**src/hw/rtl/kpd_pkg.sv**
```systemverilog
// Shared types, constants and the key-to-ASCII table for the keypad press detector.
package kpd_pkg;

  localparam int unsigned SCAN_W = 16;
  localparam int unsigned CODE_W = 7;
  localparam int unsigned DUTY_W = 8;

  // Duty compare value after reset.
  localparam logic [DUTY_W-1:0] DUTY_RESET = 8'hFF;

  // Key codes that adjust the duty value.
  localparam logic [CODE_W-1:0] KEY_NONE = 7'h00;
  localparam logic [CODE_W-1:0] KEY_UP   = 7'h31;
  localparam logic [CODE_W-1:0] KEY_DOWN = 7'h32;

  // Result of evaluating one scan pair against the held mask.
  typedef struct packed {
    logic              new_press;
    logic [CODE_W-1:0] key_code;
  } kpd_res_t;

  // ASCII code for each key position, bit 0 first.
  function automatic logic [CODE_W-1:0] key_ascii(input logic [3:0] idx);
    logic [CODE_W-1:0] code;
    case (idx)
      4'd0:    code = 7'h2A; // '*'
      4'd1:    code = 7'h30; // '0'
      4'd2:    code = 7'h23; // '#'
      4'd3:    code = 7'h44; // 'D'
      4'd4:    code = 7'h37; // '7'
      4'd5:    code = 7'h38; // '8'
      4'd6:    code = 7'h39; // '9'
      4'd7:    code = 7'h43; // 'C'
      4'd8:    code = 7'h34; // '4'
      4'd9:    code = 7'h35; // '5'
      4'd10:   code = 7'h36; // '6'
      4'd11:   code = 7'h42; // 'B'
      4'd12:   code = 7'h31; // '1'
      4'd13:   code = 7'h32; // '2'
      4'd14:   code = 7'h33; // '3'
      default: code = 7'h41; // 'A'
    endcase
    return code;
  endfunction

endpackage

```
**src/hw/rtl/keypad_press_detect_duty_adjust_top.sv**
```systemverilog
// Top level of the debounced keypad press detector with duty adjustment.
//
// Input channel: in_valid/in_stall with two 16-bit scans of the 4x4 keypad
// taken one debounce interval apart (row 1 in bits 15..12). Output channel:
// out_valid/out_stall with new_press, key_code (ASCII of the lowest new key,
// zero if none) and duty_level, one result for every input transfer.
// An input transfer lands in an input register; from there the scans are
// ANDed, compared with the held mask, encoded and the duty value adjusted, and
// the result is written to the output register once it is free. An item
// passes the input register and then the output register before out_valid
// rises, and one item is taken every cycle as long as the output is drained.
// When the receiver stalls, the output register holds its result and the
// input register fills; in_stall then rises only while both are full.
// The held mask and duty value change only as an item moves to the output.
// Reset (rst_n low, synchronous) empties both registers, clears the held
// mask and sets the duty value to 255.
module keypad_press_detect_duty_adjust_top (
  input  logic                       clk,
  input  logic                       rst_n,
  input  logic                       in_valid,
  output logic                       in_stall,
  input  logic [kpd_pkg::SCAN_W-1:0] in_scan_first,
  input  logic [kpd_pkg::SCAN_W-1:0] in_scan_second,
  output logic                       out_valid,
  input  logic                       out_stall,
  output logic                       out_new_press,
  output logic [kpd_pkg::CODE_W-1:0] out_key_code,
  output logic [kpd_pkg::DUTY_W-1:0] out_duty_level
);

  logic                       in_valid_r;
  logic [kpd_pkg::SCAN_W-1:0] scan_first_r;
  logic [kpd_pkg::SCAN_W-1:0] scan_second_r;
  logic                       out_valid_r;
  logic                       new_press_r;
  logic [kpd_pkg::CODE_W-1:0] key_code_r;
  logic [kpd_pkg::SCAN_W-1:0] stable_mask_r;
  logic [kpd_pkg::DUTY_W-1:0] duty_r;
  logic [kpd_pkg::DUTY_W-1:0] duty_nxt;
  logic [kpd_pkg::SCAN_W-1:0] deb_mask;
  kpd_pkg::kpd_res_t          res;
  logic                       out_load;
  logic                       in_load;

  // Handshake: the output register loads when empty or being drained.
  assign out_load = in_valid_r & (~out_valid_r | ~out_stall);
  assign in_stall = in_valid_r & ~out_load;
  assign in_load  = in_valid & ~in_stall;

  // Input register.
  always_ff @(posedge clk) begin
    if (!rst_n) begin
      in_valid_r <= 1'b0;
    end else if (in_load) begin
      in_valid_r <= 1'b1;
    end else if (out_load) begin
      in_valid_r <= 1'b0;
    end
  end

  always_ff @(posedge clk) begin
    if (in_load) begin
      scan_first_r  <= in_scan_first;
      scan_second_r <= in_scan_second;
    end
  end

  // Debounce and encode against the held mask.
  kpd_enc u_enc (
    .scan_first  (scan_first_r),
    .scan_second (scan_second_r),
    .held_mask   (stable_mask_r),
    .deb_mask    (deb_mask),
    .res         (res)
  );

  // Key '1' raises the duty value and key '2' lowers it, both wrapping.
  always_comb begin
    duty_nxt = duty_r;
    if (res.key_code == kpd_pkg::KEY_UP) begin
      duty_nxt = duty_r + 8'd1;
    end else if (res.key_code == kpd_pkg::KEY_DOWN) begin
      duty_nxt = duty_r - 8'd1;
    end
  end

  // Block state advances with each item that reaches the output register.
  always_ff @(posedge clk) begin
    if (!rst_n) begin
      stable_mask_r <= '0;
      duty_r        <= kpd_pkg::DUTY_RESET;
    end else if (out_load) begin
      stable_mask_r <= deb_mask;
      duty_r        <= duty_nxt;
    end
  end

  // Output register.
  always_ff @(posedge clk) begin
    if (!rst_n) begin
      out_valid_r <= 1'b0;
    end else if (out_load) begin
      out_valid_r <= 1'b1;
    end else if (!out_stall) begin
      out_valid_r <= 1'b0;
    end
  end

  always_ff @(posedge clk) begin
    if (out_load) begin
      new_press_r <= res.new_press;
      key_code_r  <= res.key_code;
    end
  end

  assign out_valid      = out_valid_r;
  assign out_new_press  = new_press_r;
  assign out_key_code   = key_code_r;
  assign out_duty_level = duty_r;

  // The duty value and the held mask change only when a result is loaded.
  a_duty_hold: assert property (@(posedge clk) disable iff (!rst_n)
    !out_load |=> $stable(duty_r))
    else $error("duty value changed without a result transfer");

  a_mask_hold: assert property (@(posedge clk) disable iff (!rst_n)
    !out_load |=> $stable(stable_mask_r))
    else $error("held mask changed without a result transfer");

  // A key code is reported exactly when a new press is flagged.
  a_code_flag: assert property (@(posedge clk) disable iff (!rst_n)
    out_valid_r |-> (new_press_r == (key_code_r != kpd_pkg::KEY_NONE)))
    else $error("key code and new press flag disagree");

  // Duty moves by at most one step per result.
  a_duty_step: assert property (@(posedge clk) disable iff (!rst_n)
    out_load |=> (duty_r == $past(duty_r)) || (duty_r == $past(duty_r) + 8'd1)
                 || (duty_r == $past(duty_r) - 8'd1))
    else $error("duty value moved by more than one step");

endmodule

```
**src/hw/rtl/kpd_enc.sv**
```systemverilog
// Debounce, new-press detection and lowest-key priority encoder.
module kpd_enc (
  input  logic [kpd_pkg::SCAN_W-1:0] scan_first,
  input  logic [kpd_pkg::SCAN_W-1:0] scan_second,
  input  logic [kpd_pkg::SCAN_W-1:0] held_mask,
  output logic [kpd_pkg::SCAN_W-1:0] deb_mask,
  output kpd_pkg::kpd_res_t          res
);

  logic [kpd_pkg::SCAN_W-1:0] fresh;
  logic [3:0]                 low_idx;

  // A key counts as held only when both scans show it.
  assign deb_mask = scan_first & scan_second;
  assign fresh    = deb_mask & ~held_mask;

  // Find the lowest set bit; scanning downward lets lower bits win.
  always_comb begin
    low_idx = 4'd0;
    for (int i = kpd_pkg::SCAN_W - 1; i >= 0; i--) begin
      if (fresh[i]) begin
        low_idx = 4'(i);
      end
    end
  end

  // Encode to ASCII, or zero when nothing new was pressed.
  always_comb begin
    res.new_press = |fresh;
    res.key_code  = (|fresh) ? kpd_pkg::key_ascii(low_idx) : kpd_pkg::KEY_NONE;
  end

endmodule
```
**config.mk**
```make
export PLATFORM = sky130hd
export DESIGN_NAME = keypad_press_detect_duty_adjust_top
export DESIGN_NICKNAME = d
export VERILOG_FILES = /design/src/hw/rtl/kpd_pkg.sv /design/src/hw/rtl/keypad_press_detect_duty_adjust_top.sv /design/src/hw/rtl/kpd_enc.sv
export SDC_FILE = /design/constraint.sdc
export NUM_CORES = 1
export LEC_CHECK = 0
export BUFFER_PORTS_ARGS = -buffer_cell sky130_fd_sc_hd__buf_4
export CAP_MARGIN = 10
export CORE_AREA = 5 5 111 113
export CTS_CLUSTER_SIZE = 12
export DETAILED_ROUTE_END_ITERATION = 10
export DIE_AREA = 0 0 116 118
export GPL_TIMING_DRIVEN = 0
export RECOVER_POWER = 25
export SYNTH_ARGS = -nofsm -noshare
export SYNTH_HDL_FRONTEND = slang
export SYNTH_SLANG_ARGS = --single-unit
```
**constraint.sdc**
```tcl
create_clock -name clk -period 7 [get_ports clk]
set_input_delay 0.7 -clock clk [delete_from_list [all_inputs] [get_ports clk]]
set_output_delay 0.7 -clock clk [all_outputs]
set_load 0.005 [all_outputs]
```
==> results.txt <==
Counting the fill cells in the layout gives 1116. In this run the clock root is driven by a sky130_fd_sc_hd__clkbuf_16. The net switching component of the power is roughly 250 uW. The number of hold buffers added after CTS was 0. The number of nets in the final layout came out at 380. The library cells used most frequently in the layout, excluding fill and tap cells, are sky130_fd_sc_hd__edfxtp_1 (40), sky130_fd_sc_hd__nand2_1 (34), sky130_fd_sc_hd__clkbuf_4 (31).

The max capacitance violation total came out at 0. The number of nets in the synthesized netlist is 316. The width of the chip came out at 116 um. The maximum number of pins on one net before global-route repair came out at 33. The maximum fanout count along the critical path came out at 7. Of the available clock period, the critical path in the final layout requires 0.691. The number of nets with antenna violations after detailed routing came out at 0.

The fraction of power spent switching nets is 0.243. The data arrival time of the critical path is 5.09 ns. The clock passes through at most 2 buffers. The post-synthesis async set-or-reset flop share is 0. The floorplan core area came out at 11200 sq um. The max-slew violation count came out at 0. Leaving out fill and tap cells, the most frequent cell in the layout is sky130_fd_sc_hd__edfxtp_1. The number of gates resized after cts is 0. Routability-driven placement finished with a final weighted congestion of 0.792. The area growth from synthesis to layout is 28.7%.

The maximum clock frequency is just over 200 MHz. The number of warning messages in the yosys log is 0. For this configuration, the core starts out at a cell density of 0.273. The first detailed-routing pass took 4 iterations. Power spread over the standard cell area amounts to approximately 260 nW/um^2. The internal portion of total power came out at 769 uW.

Of the cells placed in the final design, the portion with a size suffix greater than 1 is 0.226. The delay of the slowest critical-path stage came out at between 0.4 and 0.5 ns. The flow ran to the end, and the final reports show no timing, DRC or antenna violations. The share of synthesized area in the top cell type comes to 0.391. Yosys attributes the largest share of cell area to sky130_fd_sc_hd__edfxtp_1 (39%), sky130_fd_sc_hd__dfxtp_1 (17%), sky130_fd_sc_hd__ha_1 (4.9%). The share of total power dissipated in sequential elements is 0.439. Traced cell by cell, the critical path runs through nand3b_1, o221ai_1, a41oi_1, o21ba_1, inv_1, ha_1, a211o_1, a31oi_4, a32o_4, nand4_1, ha_1, a21o_1, a21oi_1, o21bai_1, a21oi_1, o21ai_0, xor2_1, or3_1, nand3_1.

Together, buffers and inverters on the worst path number 1. At the end of the flow the core is filled with cells to 0.352. The total clock buffers created by CTS is 9.

After clock tree synthesis, the clock-pin slew on the worst setup and hold paths is 0.05 ns. The leakage power of the design is 0.00148 uW. Synthesis instantiated 47 different standard cells from the library.

The overall fraction of global-route tracks in use came out at 0.100. The count of final hold-check violations is 0. The most instantiated flip-flop cell in the synthesis netlist is sky130_fd_sc_hd__edfxtp_1. In this run the count of I/O pins placed on the die edge is 54.

The number of enable-type register cells in the synthesized netlist is 40. Headroom to the max-slew limit came out at 0.408. After detailed routing, the total wire length is 6450 um. Data on the critical path is required at its endpoint by 7.26 ns. Setup repair after global routing left no endpoint under its margin. The endpoint class of the critical path is a flip-flop. The routed length per instance is 13.5 um. The worst clock skew on the final layout is 0.00514 ns.

The share of the Yosys chip area taken by registers is 0.561. Setup violations remaining at the end of the flow were counted as 0. After clock tree synthesis, the setup repair step added 0 buffers. On the critical path, the stage with the largest delay is an instance of sky130_fd_sc_hd__ha_1. The critical path is of the reg -> reg type.

The vias after detailed routing is around 2.2k. The transition time at the pin with the least slew margin is 0.887 ns. The library cell with the largest summed area after synthesis is sky130_fd_sc_hd__edfxtp_1.

The path class of the tightest hold or removal check is reg -> reg. The average instance in the mapped netlist occupies approximately 11 sq um. After detailed routing, the number of remaining DRC violations is 0. The number of buffers inserted by port buffering came out at between 50 and 60. The half-perimeter wire length after placement came out at 4880 um. The summed negative setup slack over all endpoints is 0 ns. The first-pass GRT wire length is 10900 um. The share of total power in combinational logic is 0.131. The die area is between 10000 and 15000 sq um. The total congestion overflow came out at 0. The die height came out at 118 um. In this design, the largest share of critical-path delay is due to compound AO/OA/AOI/OAI gates. The worst voltage drop across the vdd grid came out at 0.126 mV.

The share of total power dissipated in the clock network is 0.430. TritonCTS built the clock tree. The violation count after the first detailed-routing iteration is between 100 and 150.

The number of global-route vias before repair is ~2.3k. The total number of H-tree levels is 3. The clock insertion delay at the later pin of the skew report came out at 0.33 ns. The total number of placement rows is 39.

After layout, the minimum clock period comes to roughly 4.8 ns. The clock net sink count came out at 66. The number of antenna diodes is 0.

The worst setup path is launched from a flip-flop. The mapped cell area came out at 3070 sq um. The number of antenna violations at the first check in global routing is 0. The number of flip-flops and latches in the synthesized netlist is 66. The number of instances in the synthesized netlist is 267. The number of vias per cell came out at 4.63.
## power groups by stage
stage | sequential [uW] | combinational (uW) | clock, uW
floorplan | 452 | 88.9 | 0
global placement | 454 | 131 | 0
detailed placement | 455 | 136 | 0
CTS | 447 | 136 | 451
global route | 449 | 151 | 465
finish | 446 | 133 | 437
## registers in the layout (all words and copies together), names as in the netlist
name and flops:
stable_mask_r 16, out_new_press 1, out_key_code 7, out_valid 1, scan_second_r 16, in_valid_r 1, out_duty_level 8, scan_first_r 16
## worst paths after layout
path	startpoint	to	slack, ns	cells past startpoint
worst max-delay path	scan_first_r[11]	out_duty_level[7]	2.17	19
worst min-delay path	stable_mask_r[4]	stable_mask_r[4]	0.46	2
worst max register to register	scan_first_r[11]	out_duty_level[7]	2.17	19
worst min register to register	stable_mask_r[4]	stable_mask_r[4]	0.46	2
## synthesized netlist by cell type (5+ instances only)
master,number
sky130_fd_sc_hd__edfxtp_1,40
sky130_fd_sc_hd__nand2_1,34
sky130_fd_sc_hd__dfxtp_1,26
sky130_fd_sc_hd__nand3_1,17
sky130_fd_sc_hd__a21boi_0,15
sky130_fd_sc_hd__nand3b_1,14
sky130_fd_sc_hd__ha_1,12
sky130_fd_sc_hd__a21oi_1,11
sky130_fd_sc_hd__nor2_1,10
sky130_fd_sc_hd__o21ai_0,9
sky130_fd_sc_hd__o211ai_1,8
sky130_fd_sc_hd__and3b_1,7
sky130_fd_sc_hd__inv_1,5
sky130_fd_sc_hd__nand4_1,5
## layer usage
layer  GRT usage  part of all wire  vias to the layer above
li1            -                 -                     1131
met1       0.121              0.45                     1025
met2       0.162              0.48                       55
met3      0.0360             0.059                        9
met4      0.0377             0.013                        0
met5           0                 0                        -
## layout make-up
| class | instances | area (sq um) | share of cell area |
|---|---|---|---|
| plain buffers | 6 | 26.3 | 0.00665 |
| clock buffers | 9 | 225 | 0.0570 |
| clock inverters | 7 | 70.1 | 0.0177 |
| inverters | 6 | 22.5 | 0.00570 |
| multi-input cells | 189 | 1310 | 0.331 |
| flip-flops and latches | 66 | 1720 | 0.436 |
| well taps | 143 | 179 | 0.0453 |
| repair buffers | 53 | 398 | 0.101 |
## cell families (layout without fill, tap and decap cells)
logic type               after synthesis  after routing  synth area share
AO/OA/AOI/OAI                         63             63             0.154
XOR/XNOR                               7              7            0.0200
adder cells (fa/ha/maj)               13             13            0.0554
buffers and inverters                 12             81            0.0159
flip-flops                            66             66             0.561
multiplexers                           2              2           0.00652
AND/OR/NAND/NOR                      104            104             0.187
## worst register-to-register path, cell delays in order (launching register included)
cell and delay, ns:
sky130_fd_sc_hd__edfxtp_1 0.40, sky130_fd_sc_hd__nand3b_1 0.25, sky130_fd_sc_hd__o221ai_1 0.20, sky130_fd_sc_hd__a41oi_1 0.29, sky130_fd_sc_hd__o21ba_1 0.23, sky130_fd_sc_hd__inv_1 0.16, sky130_fd_sc_hd__ha_1 0.35, sky130_fd_sc_hd__a211o_1 0.29
sky130_fd_sc_hd__a31oi_4 0.23, sky130_fd_sc_hd__a32o_4 0.21, sky130_fd_sc_hd__nand4_1 0.32, sky130_fd_sc_hd__ha_1 0.41, sky130_fd_sc_hd__a21o_1 0.18, sky130_fd_sc_hd__a21oi_1 0.23, sky130_fd_sc_hd__o21bai_1 0.09, sky130_fd_sc_hd__a21oi_1 0.21
sky130_fd_sc_hd__o21ai_0 0.15, sky130_fd_sc_hd__xor2_1 0.16, sky130_fd_sc_hd__or3_1 0.35, sky130_fd_sc_hd__nand3_1 0.08
## stage by stage
step	instance area, sq um	power (uW)	setup slack (ns)	hold WS, ns	cells
after CTS	3950	1030	2.14	0.461	479
after global routing	3950	1070	1.80	0.494	479
after floorplan	3070	541	2.82	0.438	267
after detailed placement	3650	590	2.17	0.454	463
final	3950	1020	2.17	0.461	479
after global placement	3650	586	2.21	0.444	463
Note: power is estimated with default switching activity, not from simulation.
